$ cat src/hdl/tpdp_pkg.sv
// Shared types and constants of the tablet packet deframer and parser.
// Used by every module of the block but the checker; depends on nothing.
package tpdp_pkg;

    localparam int PKT_SHORT = 7;
    localparam int PKT_LONG  = 9;
    localparam int IDX_W     = 4;
    localparam int CFG_AW    = 3;
    localparam int CFG_DW    = 14;
    localparam int QUEUE_DEPTH = 2;

    localparam logic [CFG_AW-1:0] CFG_TILT_ENABLE = 3'd0;
    localparam logic [CFG_AW-1:0] CFG_Y_MIN       = 3'd1;
    localparam logic [CFG_AW-1:0] CFG_Y_MAX       = 3'd2;
    localparam logic [CFG_AW-1:0] CFG_OFFSET_MAX  = 3'd3;
    localparam logic [CFG_AW-1:0] CFG_OFFSET_FUZZ = 3'd4;

    typedef struct packed {
        logic        tilt_enable;
        logic [13:0] y_min;
        logic [13:0] y_max;
        logic [6:0]  offset_max;
        logic [3:0]  offset_fuzz;
    } cfg_t;

    typedef struct packed {
        logic        prox;
        logic [13:0] x_raw;
        logic [13:0] y_raw;
        logic        btn_one;
        logic        btn_two;
        logic [6:0]  z_raw;
        logic [6:0]  tx_raw;
        logic [6:0]  ty_raw;
    } pkt_t;

    typedef struct packed {
        logic [13:0] x_pos;
        logic [13:0] y_pos;
        logic [6:0]  pressure;
        logic        contact;
        logic        in_range;
        logic        button_one;
        logic        button_two;
        logic [6:0]  tilt_x;
        logic [6:0]  tilt_y;
    } result_t;

endpackage

$ cat src/hdl/tpdp_front.sv
// Front end: collects serial bytes into a packet and emits finished packets.
// Depends on tpdp_pkg.
module tpdp_front (
    input  logic                aclk,
    input  logic                aresetn,
    input  tpdp_pkg::cfg_t      cfg,
    input  logic                s_valid,
    output logic                s_ready,
    input  logic [7:0]          s_serial_byte,
    output logic                push,
    output tpdp_pkg::pkt_t      push_pkt,
    input  logic                queue_full
);
    import tpdp_pkg::*;

    logic [IDX_W-1:0] idx_reg, idx_next;
    logic [7:0]       pkt_reg [PKT_LONG];
    logic [7:0]       pkt_next [PKT_LONG];
    logic [IDX_W-1:0] wr_idx, idx_inc, len;
    logic             store, accept, emit;

    assign s_ready = !queue_full;
    assign accept  = s_valid && s_ready;

    always_comb begin
        wr_idx  = s_serial_byte[7] ? '0 : idx_reg;
        len     = cfg.tilt_enable ? IDX_W'(PKT_LONG) : IDX_W'(PKT_SHORT);
        store   = wr_idx < IDX_W'(PKT_LONG);
        idx_inc = store ? wr_idx + IDX_W'(1) : IDX_W'(PKT_LONG + 1);
        for (int k = 0; k < PKT_LONG; k++) begin
            pkt_next[k] = (store && wr_idx == IDX_W'(k)) ? s_serial_byte : pkt_reg[k];
        end
        emit     = idx_inc == len;
        idx_next = idx_reg;
        if (accept) begin
            idx_next = (idx_inc >= len) ? '0 : idx_inc;
        end
    end

    always_comb begin
        push_pkt.prox    = pkt_next[0][6];
        push_pkt.x_raw   = {pkt_next[1][6:0], pkt_next[2][6:0]};
        push_pkt.y_raw   = {pkt_next[4][6:0], pkt_next[5][6:0]};
        push_pkt.btn_one = pkt_next[3][4];
        push_pkt.btn_two = pkt_next[3][5];
        push_pkt.z_raw   = pkt_next[6][6:0];
        push_pkt.tx_raw  = pkt_next[7][6:0];
        push_pkt.ty_raw  = pkt_next[8][6:0];
    end

    assign push = accept && emit;

    always_ff @(posedge aclk) begin
        if (!aresetn) begin
            idx_reg <= '0;
        end else begin
            idx_reg <= idx_next;
        end
    end

    always_ff @(posedge aclk) begin
        if (accept) begin
            pkt_reg <= pkt_next;
        end
    end

endmodule

$ cat src/hdl/tpdp_queue.sv
// Short packet queue between the front end and the decoder.
// Depends on tpdp_pkg.
module tpdp_queue (
    input  logic           aclk,
    input  logic           aresetn,
    input  logic           push,
    input  tpdp_pkg::pkt_t push_pkt,
    output logic           full,
    input  logic           pop,
    output logic           not_empty,
    output tpdp_pkg::pkt_t pop_pkt
);
    import tpdp_pkg::*;

    localparam int PW = $clog2(QUEUE_DEPTH);
    localparam int CW = $clog2(QUEUE_DEPTH + 1);

    pkt_t            mem_reg [QUEUE_DEPTH];
    logic [PW-1:0]   wr_ptr_reg, wr_ptr_next, rd_ptr_reg, rd_ptr_next;
    logic [CW-1:0]   count_reg, count_next;

    assign full      = count_reg == CW'(QUEUE_DEPTH);
    assign not_empty = count_reg != '0;
    assign pop_pkt   = mem_reg[rd_ptr_reg];

    always_comb begin
        wr_ptr_next = wr_ptr_reg;
        rd_ptr_next = rd_ptr_reg;
        count_next  = count_reg;
        if (push) begin
            wr_ptr_next = (wr_ptr_reg == PW'(QUEUE_DEPTH - 1)) ? '0 : wr_ptr_reg + PW'(1);
        end
        if (pop) begin
            rd_ptr_next = (rd_ptr_reg == PW'(QUEUE_DEPTH - 1)) ? '0 : rd_ptr_reg + PW'(1);
        end
        if (push && !pop) begin
            count_next = count_reg + CW'(1);
        end else if (pop && !push) begin
            count_next = count_reg - CW'(1);
        end
    end

    always_ff @(posedge aclk) begin
        if (!aresetn) begin
            wr_ptr_reg <= '0;
            rd_ptr_reg <= '0;
            count_reg  <= '0;
        end else begin
            wr_ptr_reg <= wr_ptr_next;
            rd_ptr_reg <= rd_ptr_next;
            count_reg  <= count_next;
        end
    end

    always_ff @(posedge aclk) begin
        if (push) begin
            mem_reg[wr_ptr_reg] <= push_pkt;
        end
    end

endmodule

$ cat src/hdl/tpdp_back.sv
// Decoder: turns queued packets into results, tracks the pressure floor.
// Depends on tpdp_pkg.
module tpdp_back (
    input  logic              aclk,
    input  logic              aresetn,
    input  tpdp_pkg::cfg_t    cfg,
    input  logic              not_empty,
    input  tpdp_pkg::pkt_t    pkt,
    output logic              pop,
    output logic              m_valid,
    input  logic              m_ready,
    output tpdp_pkg::result_t result
);
    import tpdp_pkg::*;

    logic        valid_reg, valid_next;
    result_t     res_reg, res_next;
    logic [6:0]  min_reg, min_next;
    logic [7:0]  po_reg, po_next;
    logic [6:0]  z;
    logic [14:0] y_sum;
    logic [13:0] y_hi;
    logic [7:0]  z_diff;

    assign pop     = not_empty && (!valid_reg || m_ready);
    assign m_valid = valid_reg;
    assign result  = res_reg;

    always_comb begin
        z = {pkt.prox && !pkt.z_raw[6], pkt.z_raw[5:0]};
        min_next = min_reg;
        po_next  = po_reg;
        if (!pkt.prox) begin
            min_next = cfg.offset_max;
        end else begin
            min_next = (z < min_reg) ? z : min_reg;
            po_next  = {1'b0, min_next} + {4'b0, cfg.offset_fuzz};
        end
        if (!pop) begin
            min_next = min_reg;
            po_next  = po_reg;
        end

        y_sum  = {1'b0, pkt.y_raw} + {2'b0, cfg.y_min[13:1]};
        y_hi   = (y_sum > {1'b0, cfg.y_max}) ? cfg.y_max : y_sum[13:0];
        z_diff = {1'b0, z} - po_next;

        res_next.x_pos      = pkt.x_raw;
        res_next.y_pos      = (y_hi < cfg.y_min) ? cfg.y_min : y_hi;
        res_next.pressure   = ({1'b0, z} > po_next) ? z_diff[6:0] : '0;
        res_next.contact    = {1'b0, z} > po_next;
        res_next.in_range   = pkt.prox;
        res_next.button_one = pkt.btn_one;
        res_next.button_two = pkt.btn_two;
        res_next.tilt_x     = cfg.tilt_enable ? {~pkt.tx_raw[6], pkt.tx_raw[5:0]} : '0;
        res_next.tilt_y     = cfg.tilt_enable ? {~pkt.ty_raw[6], pkt.ty_raw[5:0]} : '0;

        valid_next = valid_reg;
        if (pop) begin
            valid_next = 1'b1;
        end else if (m_ready) begin
            valid_next = 1'b0;
        end
    end

    always_ff @(posedge aclk) begin
        if (!aresetn) begin
            valid_reg <= 1'b0;
            min_reg   <= '0;
            po_reg    <= '0;
        end else begin
            valid_reg <= valid_next;
            min_reg   <= min_next;
            po_reg    <= po_next;
        end
    end

    always_ff @(posedge aclk) begin
        if (pop) begin
            res_reg <= res_next;
        end
    end

endmodule

$ cat src/hdl/tablet_packet_deframe_parse.sv
// Top level of the pen tablet packet deframer and parser.
// Depends on tpdp_pkg, tpdp_front, tpdp_queue and tpdp_back.
//
// The s_ channel takes one serial byte per request. A byte with bit 7 set
// restarts the packet. When 7 bytes are held, or 9 with tilt enabled, the
// packet goes into a two-entry queue and the decoder turns it into one
// result request on the m_ channel: position, buttons, proximity, pressure
// with drift correction and contact, and tilt.
// One byte is accepted every cycle while the queue is not full. The result
// of a packet passes first through the packet queue and then through the
// registered output of the decoder before it appears on m_valid.
// When the receiver stalls, the output register holds its result, the queue
// absorbs up to two more packets, and s_ready falls only when the queue is
// full. Reset clears the byte count, the queue, the output valid, the
// pressure tracking and restores the register defaults.
// Registers are written through cfg_we, cfg_addr and cfg_wdata while the
// block is idle, by the user (not enforced); unknown indexes are ignored.
module tablet_packet_deframe_parse (
    input  logic                          aclk,
    input  logic                          aresetn,
    input  logic                          cfg_we,
    input  logic [tpdp_pkg::CFG_AW-1:0]   cfg_addr,
    input  logic [tpdp_pkg::CFG_DW-1:0]   cfg_wdata,
    input  logic                          s_valid,
    output logic                          s_ready,
    input  logic [7:0]                    s_serial_byte,
    output logic                          m_valid,
    input  logic                          m_ready,
    output logic [13:0]                   m_x_pos,
    output logic [13:0]                   m_y_pos,
    output logic [6:0]                    m_pressure,
    output logic                          m_contact,
    output logic                          m_in_range,
    output logic                          m_button_one,
    output logic                          m_button_two,
    output logic [6:0]                    m_tilt_x,
    output logic [6:0]                    m_tilt_y
);
    import tpdp_pkg::*;

    cfg_t    cfg_reg, cfg_next;
    logic    push, queue_full, pop, not_empty;
    pkt_t    push_pkt, pop_pkt;
    result_t result;

    always_comb begin
        cfg_next = cfg_reg;
        if (cfg_we) begin
            unique case (cfg_addr)
                CFG_TILT_ENABLE: cfg_next.tilt_enable = cfg_wdata[0];
                CFG_Y_MIN:       cfg_next.y_min       = cfg_wdata[13:0];
                CFG_Y_MAX:       cfg_next.y_max       = cfg_wdata[13:0];
                CFG_OFFSET_MAX:  cfg_next.offset_max  = cfg_wdata[6:0];
                CFG_OFFSET_FUZZ: cfg_next.offset_fuzz = cfg_wdata[3:0];
                default:         cfg_next = cfg_reg;
            endcase
        end
    end

    always_ff @(posedge aclk) begin
        if (!aresetn) begin
            cfg_reg.tilt_enable <= 1'b1;
            cfg_reg.y_min       <= 14'd1920;
            cfg_reg.y_max       <= 14'd7680;
            cfg_reg.offset_max  <= 7'd15;
            cfg_reg.offset_fuzz <= 4'd2;
        end else begin
            cfg_reg <= cfg_next;
        end
    end

    tpdp_front u_front (
        .aclk          (aclk),
        .aresetn       (aresetn),
        .cfg           (cfg_reg),
        .s_valid       (s_valid),
        .s_ready       (s_ready),
        .s_serial_byte (s_serial_byte),
        .push          (push),
        .push_pkt      (push_pkt),
        .queue_full    (queue_full)
    );

    tpdp_queue u_queue (
        .aclk      (aclk),
        .aresetn   (aresetn),
        .push      (push),
        .push_pkt  (push_pkt),
        .full      (queue_full),
        .pop       (pop),
        .not_empty (not_empty),
        .pop_pkt   (pop_pkt)
    );

    tpdp_back u_back (
        .aclk      (aclk),
        .aresetn   (aresetn),
        .cfg       (cfg_reg),
        .not_empty (not_empty),
        .pkt       (pop_pkt),
        .pop       (pop),
        .m_valid   (m_valid),
        .m_ready   (m_ready),
        .result    (result)
    );

    assign m_x_pos      = result.x_pos;
    assign m_y_pos      = result.y_pos;
    assign m_pressure   = result.pressure;
    assign m_contact    = result.contact;
    assign m_in_range   = result.in_range;
    assign m_button_one = result.button_one;
    assign m_button_two = result.button_two;
    assign m_tilt_x     = result.tilt_x;
    assign m_tilt_y     = result.tilt_y;

endmodule

$ cat config.mk
export PLATFORM = sky130hd
export DESIGN_NAME = tablet_packet_deframe_parse
export DESIGN_NICKNAME = d
export VERILOG_FILES = /design/src/hdl/tpdp_pkg.sv /design/src/hdl/tpdp_front.sv /design/src/hdl/tpdp_queue.sv /design/src/hdl/tpdp_back.sv /design/src/hdl/tablet_packet_deframe_parse.sv
export SDC_FILE = /design/constraint.sdc
export NUM_CORES = 1
export LEC_CHECK = 0
export BUFFER_PORTS_ARGS = -buffer_cell sky130_fd_sc_hd__buf_2
export CAP_MARGIN = 20
export CORE_ASPECT_RATIO = 0.75
export CORE_UTILIZATION = 50
export CTS_BUF_LIST = sky130_fd_sc_hd__clkbuf_16
export CTS_CLUSTER_SIZE = 25
export DETAILED_ROUTE_END_ITERATION = 12
export MAX_ROUTING_LAYER = met4
export PLACE_DENSITY = 0.74
export RECOVER_POWER = 50
export SLEW_MARGIN = 10
export SYNTH_ARGS = -nofsm -noshare
export SYNTH_HDL_FRONTEND = slang
export SYNTH_HIERARCHICAL = 1
export SYNTH_SLANG_ARGS = --single-unit
export TNS_END_PERCENT = 50
$ cat constraint.sdc
create_clock -name aclk -period 9.1 [get_ports aclk]
set_input_delay 1.82 -clock aclk [delete_from_list [all_inputs] [get_ports aclk]]
set_output_delay 1.82 -clock aclk [all_outputs]
set_load 0.02 [all_outputs]
# After elaboration in Yosys (flattened, before gate mapping)
# Memories as Yosys holds them, arrays and structs flattened. A register that Yosys moved wholly into a read port is not among the register bits.
# Index checks and enable logic that the tools add are counted.
# Widths: inputs -> output; s select.
# totals
reg_bits	179
mem_bits_rw	104
output_inout_bits	55
wordCells	125
mem_count	1
# memory_table
name	depth	word_bits	rd	rd_clocked_by_memory_dff	write_ports	line	text
u_queue.mem_reg	2	52	1	1	1	tpdp_queue.sv:18	pkt_t mem_reg [QUEUE_DEPTH];
# op_classes
n_addsub	8
order_cmp	6
n_eq_ne	14
mux	29
bitwise_logic	2
n_reduce_logical	33
# ops
op	n
$mux 7	10
$mux 14	2
$eq 4x3->1 const B	4
$mux 4	4
$mux 8	2
$add 14x13->15	1
$gt 15x14->1	1
$logic_and 1x1->1	15
$lt 14x14->1	1
$reduce_and 2->1	7
$add 7x4->8	1
$eq 4x2->1 const B	2
$gt 7x8->1	1
$mux 1	8
$lt 7x7->1	1
$sub 7x7->7	1
$eq 3x2->1 const B	2
$mux 6	1
$reduce_bool 2->1	3
$logic_not 1->1	5
$add 4x1->4 const B	1
$eq 4x1->1 const B	1
$eq 4x4->1	1
$eq 4x4->1 const B	1
other kinds (13)	16

# Longest topological paths before layout
# Gate-level depths: netlist (run 1).
# depth
depth_word	9
depth_mapped	30
ltp_nobuf	26

# Cells and area by module
# Netlist (run 1), hierarchy kept.
# by_module_without_submodules
mod	n_inst	cells_per_inst	area_per_inst_um2	seq_area_each_um2
tpdp_back	1	460	4809.6	1911.8
tpdp_queue	1	184	3991.3	3223.1
tpdp_front	1	165	2685.1	1641.6
tablet_packet_deframe_parse	1	161	1639.1	800.8

# Worst setup path before layout (run 1)
# No wires, ideal clock.
# synth_path
path_kind	flip-flop to flip-flop
startpoint	register (tool-made name)
endpoint	register u_back.res_reg (netlist bit u_back/result[28]), data pin
setup_ns	0.260
arrival_time_ns	5.911
t_required_ns	8.840
slack_ns	2.929
stages_incl_launch_ff	29
path_buffers	4
cell_sequence	dfxtp_1 buf_2 buf_6 mux2_2 ha_1 inv_1 fa_1 nor2b_1 o31a_1 o31a_1 o41ai_4 xnor2_1 ha_1 a21o_1 a2111oi_0 a211o_1 o211ai_4 clkbuf_1 mux2_2 ha_1 a21o_1 a21o_1 a21oi_1 nor3_1 a211oi_1 o21ai_0 a31oi_4 buf_6 mux2_4
# synth_rtl
item	line	text
end signal, assigned	tpdp_back.sv:80	res_reg <= res_next;
end, declared	tpdp_back.sv:17	result_t res_reg, res_next;

==> results of run 1 <==
[stage by stage]
step           power (uW)  hold slack (ps)  instances  area (sq um)  worst slack (ps)
2_1_floorplan        2760              435        970         13100              2930
3_3_place_gp         3030              447       1364         13800              2000
3_5_place_dp         3060              455       1364         13800              1810
4_1_cts              4090              467       1412         14600              1760
5_1_grt              4260              489       1412         14500               927
6_report             4040              464       1412         14500              1360
[power by group]
part	internal, uW	leakage, uW	switching [uW]	total (uW)
logic	561	0.00261	764	1320
clock network	551	0.000411	461	1010
registers	1630	0.00247	74.1	1700
total	2740	0.00549	1300	4040
[critical path, stage by stage, from the launching register on]
cell and delay, ps:
dfxtp_1 1150, buf_4 530, mux2_2 390, ha_1 320, o21a_1 120, o31a_1 130, o31a_1 290, o41ai_4 420
xnor2_1 210, ha_1 300, a21o_1 160, a2111oi_0 410, a211o_1 230, o211ai_4 210, mux2_2 370, ha_1 300
a21o_1 160, a21o_1 160, a21oi_1 130, nor3_1 60, a211oi_1 210, o21ai_0 180, a31oi_4 590, mux2_2 410
[per-layer routing]
layer  up-vias  routed length (um)  share of wire  global-route usage
met3        40                1480          0.058              0.0308
li1       3730                   -              -                   -
met4         0                 507          0.020              0.0501
met2       207               11000           0.43               0.296
met1      3746               12800           0.50               0.288
met5         -                   0              0                   -
[area by class of cell]
class,instances,area (sq um),area share
tap,338,423,0.0291
clock buffer,26,651,0.0448
clock inverter,22,154,0.0106
multi-input combinational,602,5030,0.346
sequential,274,7580,0.522
inverter,59,221,0.0153
timing repair buffer,91,464,0.0320
[cells by family (layout without fill, tap and decap cells)]
kind of cell / after synthesis / after routing / share of synthesized area
simple gates: 216 / 216 / 0.0936
buf+inv: 94 / 198 / 0.0358
flops: 274 / 274 / 0.577
fa+ha+maj: 64 / 64 / 0.0627
xor+xnor: 22 / 22 / 0.0147
compound gates: 120 / 120 / 0.0630
mux: 180 / 180 / 0.153
[placed cells by master (no fill, tap or decap), types with 9 or more instances in the layout]
cell       instances
edfxtp_1         209
buf_2             83
nand2_1           68
dfxtp_1           65
inv_1             64
mux2_2            63
ha_1              61
mux2_1            60
mux2i_1           47
a21oi_1           36
nor2_1            34
nor2b_1           32
clkbuf_16         26
a21o_1            17
o21ai_0           17
xnor2_1           14
a211oi_1          11
and2_0            11
mux2_4            10
nand4_1            9
and2_1             9
[how the worst min path moves through the flow]
| stage | from | endpoint | depth (start not counted) |
|---|---|---|---|
| after floorplan | cfg_reg[10] | cfg_reg[10] | 2 |
| after global placement | cfg_reg[10] | cfg_reg[10] | 2 |
| after detailed placement | cfg_reg[9] | cfg_reg[9] | 2 |
| after CTS | cfg_reg[10] | cfg_reg[10] | 2 |
| after global routing | u_back/min_reg[6] | u_back/min_reg[6] | 2 |
| final | cfg_reg[9] | cfg_reg[9] | 2 |
==> metrics.csv, run 1 <==
stage,metric,value,unit
synthesis,synth-async-reset-ratio,0,
synthesis,syn-num-nets,1064,
critical_path,crit_arrival,8030,ps
die,start_util,0.518,
clock_network,insertion_delay,550,ps
critical_path,required,9390,ps
synthesis,yosysMostFrequentCell,edfxtp_1,
timing,setup_violations,0,
synthesis,synth_top_area_share,0.478,
timing,hold_viol_final,0,
grt,grt_max_degree,78,
routing,drc,0,
placed_design,portBuffers,84,
clock_network,cts_sinks,274,
synthesis,synth_common_cells,"edfxtp_1 (209), mux2_2 (121), dfxtp_1 (65), nand2_1 (64), ha_1 (61)",
cells_and_area,largest_reg_flops,104,
grt,first_global_vias,7478,
cells_and_area,fin_util,0.573,
hold_path,hold_path_class,reg2reg,
critical_path,end_kind,flop,
timing,max_slew.worst_pin.slew,3100,ps
synthesis,ys_ff_latch,274,
cells_and_area,area_growth,10.6,%
synthesis,synthTopCellsByArea,"edfxtp_1 (48%), mux2_2 (10%), dfxtp_1 (9.9%)",
cells_and_area,antenna_cells,0,
clock_network,clkSlewWorstSetupHoldPaths,60,ps
timing,min_period,7740,ps
critical_path,cp_max_fo,27,
grt,antenna_found_initial,0,
routing,first_pass_iters,5,
synthesis,yosysWarnings,6,
clock_network,cts_inserted_buffers,26,
clock_network,clk_path_buf_depth,3,
synthesis,netlist_instances,970,
critical_path,r2r_setup_slack,1360,ps
timing,fin_crit_sh,0.850,
die,die_y,142,um
routing,wl_per_cell,18.2,um
timing,slew_violations,116,
grt,grt.total_usage,0.200,
timing,rsz0062_at_grt,no,
synthesis,ys_types,74,
clock_network,cts.hold.buffers_added,0,
clock_network,htree_num_levels,1,
run,max_cap_viol_count,2,
synthesis,avgSynthCellArea,13.5,sq um
die,die_w,189,um
clock_network,cts_resized,0,
clock_network,cts_root_buf,clkbuf_16,
status,violations,"max-capacitance violations, max-slew violations",
cells_and_area,final_nets,1148,
power,ir_drop,0.192,mV
timing,tns,0,ps
die,io_pins,85,
timing,timing.fmax,129,MHz
critical_path,reg2reg_to,u_back/result[26],
routing,first_iter_violations,464,
clock_network,post-cts-setup-buffers,0,
status,status,"complete, but fails checks",
critical_path,cp-endpoint,u_back/result[26],
timing,max_slew_margin,-1.07,
synthesis,synth.largest_area_cell,edfxtp_1,
synthesis,synthesis.area,13100,sq um
placed_design,gp_congestion,0.848,
routing,routed_wl,25.7,mm
power,power_density,278,nW/um^2
critical_path,reg2regPathDepth,23,
clock_network,cts_tree,yes,
placed_design,hpwl,17.0,mm
grt,overflow,0,
synthesis,ys.flop_type,edfxtp_1,
routing,vias,7723,
grt,grt_pass1_wl,40.7,mm
critical_path,critical_path_class,reg2reg,
routing,vias_per_cell,5.47,
power,p_leak,0.00549,uW
critical_path,cp-start-kind,flop,
timing,fin_worst_skew,10.3,ps
synthesis,yosysSeqAreaShare,0.577,
cells_and_area,num-fill-cells,2058,
routing,ant_nets,0,
synthesis,synth_edf_count,209,
cells_and_area,final_layout_size_suffix_gt1_frac,0.198,
die,core_area,25300,sq um
die,rows,50,
die,die_area,26900,sq um
No activity file was read; power rests on OpenSTA's default activity.
==> run 2: changes to the inputs <==
SYNTH_HIERARCHICAL = default   (was 1)
==> run 2 against run 1 <==
  * The flow still finishes with violations (max-capacitance violations, max-slew violations)
  * Sequential power is 4% higher
  * Setup slack better by 320 ps
  * Die area shrank 3.6%
  * Via count up 1.1%
  * Power increased by 2.7%
  * Clock power is 9.9% higher
  * Wire length down 0.71%
  * Non-clock buffer count increased by 2
  * Synthesized cell count rose by 1.3%
==> metrics.csv, run 2 <==
stage,metric,value,unit,change
clock_network,insertion_delay,540,ps,was 550 ps
grt,grt_pass1_wl,40.4,mm,was 40.7 mm
synthesis,synth_top_area_share,0.496,,was 0.478
grt,first_global_vias,7383,,was 7478
die,io_pins,85,,unchanged
power,power_density,291,nW/um^2,was 278 nW/um^2
synthesis,yosysWarnings,0,,was 6
cells_and_area,fin_util,0.572,,was 0.573
critical_path,cp-endpoint,u_back.result[26],,was u_back/result[26]
clock_network,post-cts-setup-buffers,0,,unchanged
critical_path,cp-start-kind,flop,,unchanged
timing,max_slew.worst_pin.slew,3920,ps,was 3100 ps
routing,first_iter_violations,599,,was 464
synthesis,synth.largest_area_cell,edfxtp_1,,unchanged
grt,grt_max_degree,69,,was 78
cells_and_area,area_growth,12.6,%,was 10.6%
timing,tns,0,ps,unchanged
critical_path,critical_path_class,reg2reg,,unchanged
grt,antenna_found_initial,0,,unchanged
cells_and_area,final_nets,1171,,was 1148
critical_path,required,9390,ps,about the same
grt,grt.total_usage,0.207,,was 0.200
cells_and_area,layout_common_cells,"edfxtp_1 (209), nand2_1 (104), mux2_2 (71)",,"was edfxtp_1 (209), buf_2 (83), nand2_1 (68)"
timing,slew_violations,152,,was 116
die,die_area,25900,sq um,was 26900 sq um
routing,ant_nets,0,,unchanged
timing,max_slew_margin,-1.62,,was -1.07
synthesis,yosysSeqAreaShare,0.599,,was 0.577
synthesis,synthesis.area,12700,sq um,was 13100 sq um
critical_path,reg2regPathDepth,26,,was 23
synthesis,avgSynthCellArea,12.9,sq um,was 13.5 sq um
hold_path,hold_path_class,reg2reg,,unchanged
die,die_w,186,um,was 189 um
synthesis,synth_common_cells,"edfxtp_1 (209), nand2_1 (104), mux2_2 (91), ha_1 (66), dfxtp_1 (65)",,"was edfxtp_1 (209), mux2_2 (121), dfxtp_1 (65), nand2_1 (64), ha_1 (61)"
power,p_leak,0.00537,uW,was 0.00549 uW
cells_and_area,num-fill-cells,2030,,was 2058
grt,overflow,0,,unchanged
critical_path,crit_arrival,7710,ps,was 8030 ps
die,die_y,140,um,was 142 um
critical_path,end_kind,flop,,unchanged
clock_network,htree_num_levels,1,,unchanged
synthesis,syn-num-nets,1082,,was 1064
clock_network,cts_resized,0,,unchanged
routing,first_pass_iters,5,,unchanged
status,violations,"max-capacitance violations, max-slew violations",,unchanged
routing,routed_wl,25.5,mm,was 25.7 mm
cells_and_area,regArea,7580,sq um,about the same
placed_design,portBuffers,84,,unchanged
routing,wl_per_cell,17.8,um,was 18.2 um
die,rows,50,,unchanged
clock_network,cts_inserted_buffers,27,,was 26
clock_network,cts_tree,yes,,unchanged
power,ir_drop,0.215,mV,was 0.192 mV
timing,hold_viol_final,0,,unchanged
routing,vias_per_cell,5.45,,was 5.47
timing,timing.fmax,135,MHz,was 129 MHz
cells_and_area,fin_area,14200,sq um,was 14500 sq um
cells_and_area,final_layout_size_suffix_gt1_frac,0.165,,was 0.198
synthesis,ys_ff_latch,274,,unchanged
cells_and_area,antenna_cells,0,,unchanged
timing,rsz0062_at_grt,no,,unchanged
power,total_power,4150,uW,was 4040 uW
status,status,"complete, but fails checks",,unchanged
synthesis,synth-async-reset-ratio,0,,unchanged
critical_path,reg2reg_to,u_back.result[26],,was u_back/result[26]
critical_path,r2r_setup_slack,1680,ps,was 1360 ps
clock_network,cts_sinks,274,,unchanged
synthesis,netlist_instances,983,,was 970
synthesis,ys.flop_type,edfxtp_1,,unchanged
synthesis,synthTopCellsByArea,"edfxtp_1 (50%), dfxtp_1 (10%), mux2_2 (8.1%)",,"was edfxtp_1 (48%), mux2_2 (10%), dfxtp_1 (9.9%)"
die,start_util,0.508,,was 0.518
cells_and_area,final_common_cell,edfxtp_1,,unchanged
timing,min_period,7420,ps,was 7740 ps
clock_network,cts.hold.buffers_added,0,,unchanged
run,max_cap_viol_count,3,,was 2
routing,drc,0,,unchanged
clock_network,clkSlewWorstSetupHoldPaths,60,ps,about the same
clock_network,cts_root_buf,clkbuf_16,,unchanged
synthesis,ys_types,64,,was 74
placed_design,hpwl,17.2,mm,was 17.0 mm
placed_design,placed_area,13400,sq um,was 13800 sq um
cells_and_area,multi_input_comb_area,4750,sq um,was 5030 sq um
placed_design,gp_congestion,0.865,,was 0.848
die,core_area,24900,sq um,was 25300 sq um
synthesis,synth_edf_count,209,,unchanged
routing,vias,7805,,was 7723
synthesis,yosysMostFrequentCell,edfxtp_1,,unchanged
timing,fin_worst_skew,24.7,ps,was 10.3 ps
critical_path,cp_max_fo,33,,was 27
clock_network,clk_path_buf_depth,3,,unchanged
timing,setup_violations,0,,unchanged
cells_and_area,largest_reg_flops,104,,unchanged
timing,fin_crit_sh,0.815,,was 0.850
run 2: changes by cell type in the layout (fill, tap and decap cells not counted), sizes merged, moves of 7 or more:
cell    previous run  this run
mux2             133       106
o21ai             21        30
and3               1         8
a21oi             36        61
mux2i             47        24
nand2             68       104
buf               88        42
clkbuf            29        78
and2              21         8
nor2b             34        16
nand3              5        15
nor2              35        58
o211ai             2        12
run 2: where the power goes:
| group | total [uW] | leakage, uW | switching, uW | internal (uW) |
|---|---|---|---|---|
| sequential | 1770 | 0.00247 | 84.5 | 1680 |
| combinational | 1270 | 0.00243 | 773 | 501 |
| clock | 1110 | 0.000468 | 456 | 651 |
run 2: stage by stage:
stage	cells	hold slack (ps)	setup slack [ps]
floorplan	983	436	2310
global placement	1379	444	1880
detailed placement	1379	447	1740
CTS	1429	459	1680
global route	1431	472	1200
finish	1431	454	1680
run 2: how the worst min path moves through the flow:
stage / from / cells past startpoint / endpoint
2_1_floorplan: cfg_reg[12] / 2 / cfg_reg[12]
3_3_place_gp: cfg_reg[13] / 2 / cfg_reg[13]
3_5_place_dp: cfg_reg[12] / 2 / cfg_reg[12]
4_1_cts: cfg_reg[8] / 2 / cfg_reg[8]
5_1_grt: cfg_reg[12] / 2 / cfg_reg[12]
6_report: cfg_reg[8] / 2 / cfg_reg[8]
run 2: worst max-delay path: stages (launching register included):
cell and delay (ps):
dfxtp_2 990, mux2i_1 380, inv_1 80, ha_1 300, a211oi_2 210, o21bai_1 120, or4_4 440, a221oi_2 320
o21a_2 220, o21ai_1 90, xnor2_1 140, ha_1 320, nand3_1 120, nor4_1 290, a21o_1 120, a21oi_1 80
a211oi_4 770, o21ai_0 260, ha_1 350, a21o_1 170, a21o_1 180, a21oi_1 150, o21ai_0 110, nand3_1 90
nand3_1 80, a31o_2 390, mux2_1 370
run 2: cell type report:
cell class / instances / area share
inverters: 52 / 0.0137
repair buffers: 93 / 0.0291
multi-input cells: 624 / 0.333
flip-flops and latches: 274 / 0.532
clock buffers: 27 / 0.0474
clock inverters: 23 / 0.0145
well taps: 338 / 0.0297
run 2: routing by layer:
metal	part of all wire	track usage
met1	0.49	0.302
met2	0.44	0.306
met3	0.045	0.0251
met4	0.023	0.0526
met5	0	-
run 2: cell families after synthesis:
kind of cell / count (synthesis) / share of synthesized area
DFF: 274 / 0.599
and+or+nand+nor: 236 / 0.0852
AOI/OAI and AO/OA: 164 / 0.0847
muxes: 130 / 0.117
buffers and inverters: 85 / 0.0270
adders and majority gates: 69 / 0.0700
xor gates and xnor gates: 25 / 0.0173
==> run 3: changes to the inputs <==
PLACE_DENSITY = 0.77   (was 0.74)
clock period = 6.7 ns   (was 9.1 ns; I/O delays follow)
==> run 3 against run 2 <==
  * The run still ends with max-capacitance violations, max-slew violations left
  * Wire length rose by 5.5%
  * Combinational power rose by 42%
  * Clock power rose by 42%
  * Clock skew fell by 11 ps
  * Maximum frequency rose by 18%
  * Worst hold slack improved by 7.7 ps
  * Sequential share of layout area fell by 0.44 points
  * Critical endpoint unchanged
  * Largest power group unchanged
==> metrics.csv, run 3 (synthesis results as in run 2) <==
stage,metric,value,unit,change
die,die_y,140,um,unchanged
timing,setup_ws,417,ps,was 1680 ps
clock_network,insertion_delay,540,ps,about the same
critical_path,critical_path_class,reg2reg,,unchanged
timing,slew_violations,111,,was 152
power,seq_power_share,0.413,,was 0.426
die,die_area,25900,sq um,unchanged
critical_path,cp_max_fo,21,,was 33
critical_path,required,6980,ps,was 9390 ps
run,max_cap_viol_count,3,,unchanged
cells_and_area,layout_common_cells,"edfxtp_1 (209), nand2_1 (104), mux2_2 (71)",,unchanged
cells_and_area,antenna_cells,0,,unchanged
grt,gr-max-usage-layer,met1,,was met2
timing,rsz0062_at_grt,no,,unchanged
routing,vias_per_cell,5.54,,was 5.45
cells_and_area,fin_area,14400,sq um,was 14200 sq um
grt,grt_pass1_wl,41.6,mm,was 40.4 mm
clock_network,cts_sinks,274,,unchanged
clock_network,cts_root_buf,clkbuf_16,,unchanged
cells_and_area,area_growth,13.5,%,was 12.6%
cells_and_area,final_layout_size_suffix_gt1_frac,0.170,,was 0.165
cells_and_area,multi_input_comb_area,4760,sq um,was 4750 sq um
routing,wl_per_cell,18.7,um,was 17.8 um
power,p_switching,1840,uW,was 1310 uW
critical_path,cp_slowest_cell,dfxtp_2,,unchanged
timing,fin_worst_skew,13.3,ps,was 24.7 ps
die,rows,50,,unchanged
critical_path,critPathMaxStageDelay,450,ps,was 990 ps
placed_design,dpl_worst_slack,383,ps,was 1740 ps
timing,tns,0,ps,unchanged
hold_path,hold_path_class,reg2reg,,unchanged
cells_and_area,largest_reg_flops,104,,unchanged
status,violations,"max-capacitance violations, max-slew violations",,unchanged
grt,gr-usage-met3,0.0319,,was 0.0251
die,io_pins,85,,unchanged
placed_design,gp_congestion,0.894,,was 0.865
critical_path,r2r_setup_slack,420,ps,was 1680 ps
grt,first_global_vias,7501,,was 7383
grt,grt_max_degree,69,,unchanged
power,combPwrFrac,0.312,,was 0.307
grt,grt.total_usage,0.215,,was 0.207
timing,hold_viol_final,0,,unchanged
critical_path,end_kind,flop,,unchanged
grt,met1_usage,0.316,,was 0.302
routing,first_pass_iters,5,,unchanged
critical_path,crit_arrival,6570,ps,was 7710 ps
grt,antenna_found_initial,1,,was 0
placed_design,portBuffers,84,,unchanged
timing,max_slew.worst_pin.slew,4010,ps,was 3920 ps
power,power_density,402,nW/um^2,was 291 nW/um^2
grt,overflow,0,,unchanged
status,status,"complete, but fails checks",,unchanged
timing,fin_crit_sh,0.938,,was 0.815
timing,setup_violations,0,,unchanged
routing,drc,0,,unchanged
cells_and_area,final_nets,1178,,was 1171
power,power.clock.fraction,0.275,,was 0.267
clock_network,clkSlewWorstSetupHoldPaths,70,ps,was 60 ps
clock_network,cts.hold.buffers_added,0,,unchanged
timing,min_period,6280,ps,was 7420 ps
die,core_area,24900,sq um,unchanged
placed_design,hpwl,18.1,mm,was 17.2 mm
power,p_leak,0.00541,uW,was 0.00537 uW
cells_and_area,final_common_cell,edfxtp_1,,unchanged
clock_network,cts_tree,yes,,unchanged
die,start_util,0.508,,unchanged
clock_network,htree_num_levels,1,,unchanged
timing,max_slew_margin,-1.67,,was -1.62
routing,routed_wl,26.9,mm,was 25.5 mm
critical_path,cp-start-kind,flop,,unchanged
routing,vias,7961,,was 7805
power,power.internal,3930,uW,was 2830 uW
grt,grtUsageMet2,0.309,,was 0.306
clock_network,cts_inserted_buffers,27,,unchanged
timing,hold_slack,462,ps,was 454 ps
power,ir_drop,0.266,mV,was 0.215 mV
timing,timing.fmax,159,MHz,was 135 MHz
routing,ant_nets,0,,unchanged
power,swShare,0.319,,was 0.317
routing,first_iter_violations,537,,was 599
cells_and_area,num-fill-cells,2082,,was 2030
clock_network,clk_path_buf_depth,3,,unchanged
die,die_w,186,um,unchanged
cells_and_area,regArea,7580,sq um,unchanged
placed_design,placed_area,13500,sq um,was 13400 sq um
run 3: changes by cell type in the layout (fill, tap and decap cells not counted), sizes merged:
cell | previous run | this run
inv | 63 | 57
buf | 42 | 47
clkbuf | 78 | 81
clkinv | 7 | 9
clkinvlp | 1 | 2
dlymetal6s2s | 0 | 1
run 3: worst max-delay path: cells and delay by family, from the launching register on:
family                     cells  cell delay [ps]
muxes                          2              700
xor gates and xnor gates       1              140
buffers and inverters          2              420
DFF                            1              450
and+or+nand+nor                6             1030
adders and majority gates      3              980
AOI/OAI and AO/OA             14             2300
run 3: routing by layer:
layer  share of wire  vias up
met5               0        -
met4           0.023        0
met3           0.049       49
met2            0.44      226
met1            0.49     3896
li1                -     3790
run 3: power groups by stage:
stage	Sequential (uW)	Combinational [uW]	Clock (uW)
after floorplan	2600	1140	0
after global placement	2390	1780	0
after detailed placement	2390	1830	0
after CTS	2360	1840	1610
after global routing	2420	1970	1680
final	2380	1800	1580
run 3: final timing paths:
| check | start | to | cells after the start |
|---|---|---|---|
| worst max-delay path | flop | u_back.result[26] | 28 |
| worst min-delay path | cfg_reg[17] | cfg_reg[17] | 2 |
| worst max register to register | flop | u_back.result[26] | 28 |
| worst min register to register | cfg_reg[17] | cfg_reg[17] | 2 |
run 3: area by class of cell:
| cell class | instances | share of cell area |
|---|---|---|
| flip-flops and latches | 274 | 0.528 |
| multi-input cells | 624 | 0.331 |
| inverters | 52 | 0.0136 |
| clock buffers | 29 | 0.0505 |
| well taps | 338 | 0.0295 |
| repair buffers | 100 | 0.0330 |
| clock inverters | 20 | 0.0144 |
run 3: what timing repair did:
item | in CTS | in global routing
resized for setup | 0 | 2
endpoints found under the setup margin | 0 | 14
buffers inserted | 0 | 0
run 3: stage by stage:
stage,total power [uW],utilization,cells
final,5770,0.577,1437
after global routing,6060,0.577,1437
after CTS,5820,0.578,1435
after detailed placement,4220,0.541,1386
after global placement,4170,0.541,1386
after floorplan,3740,-,983
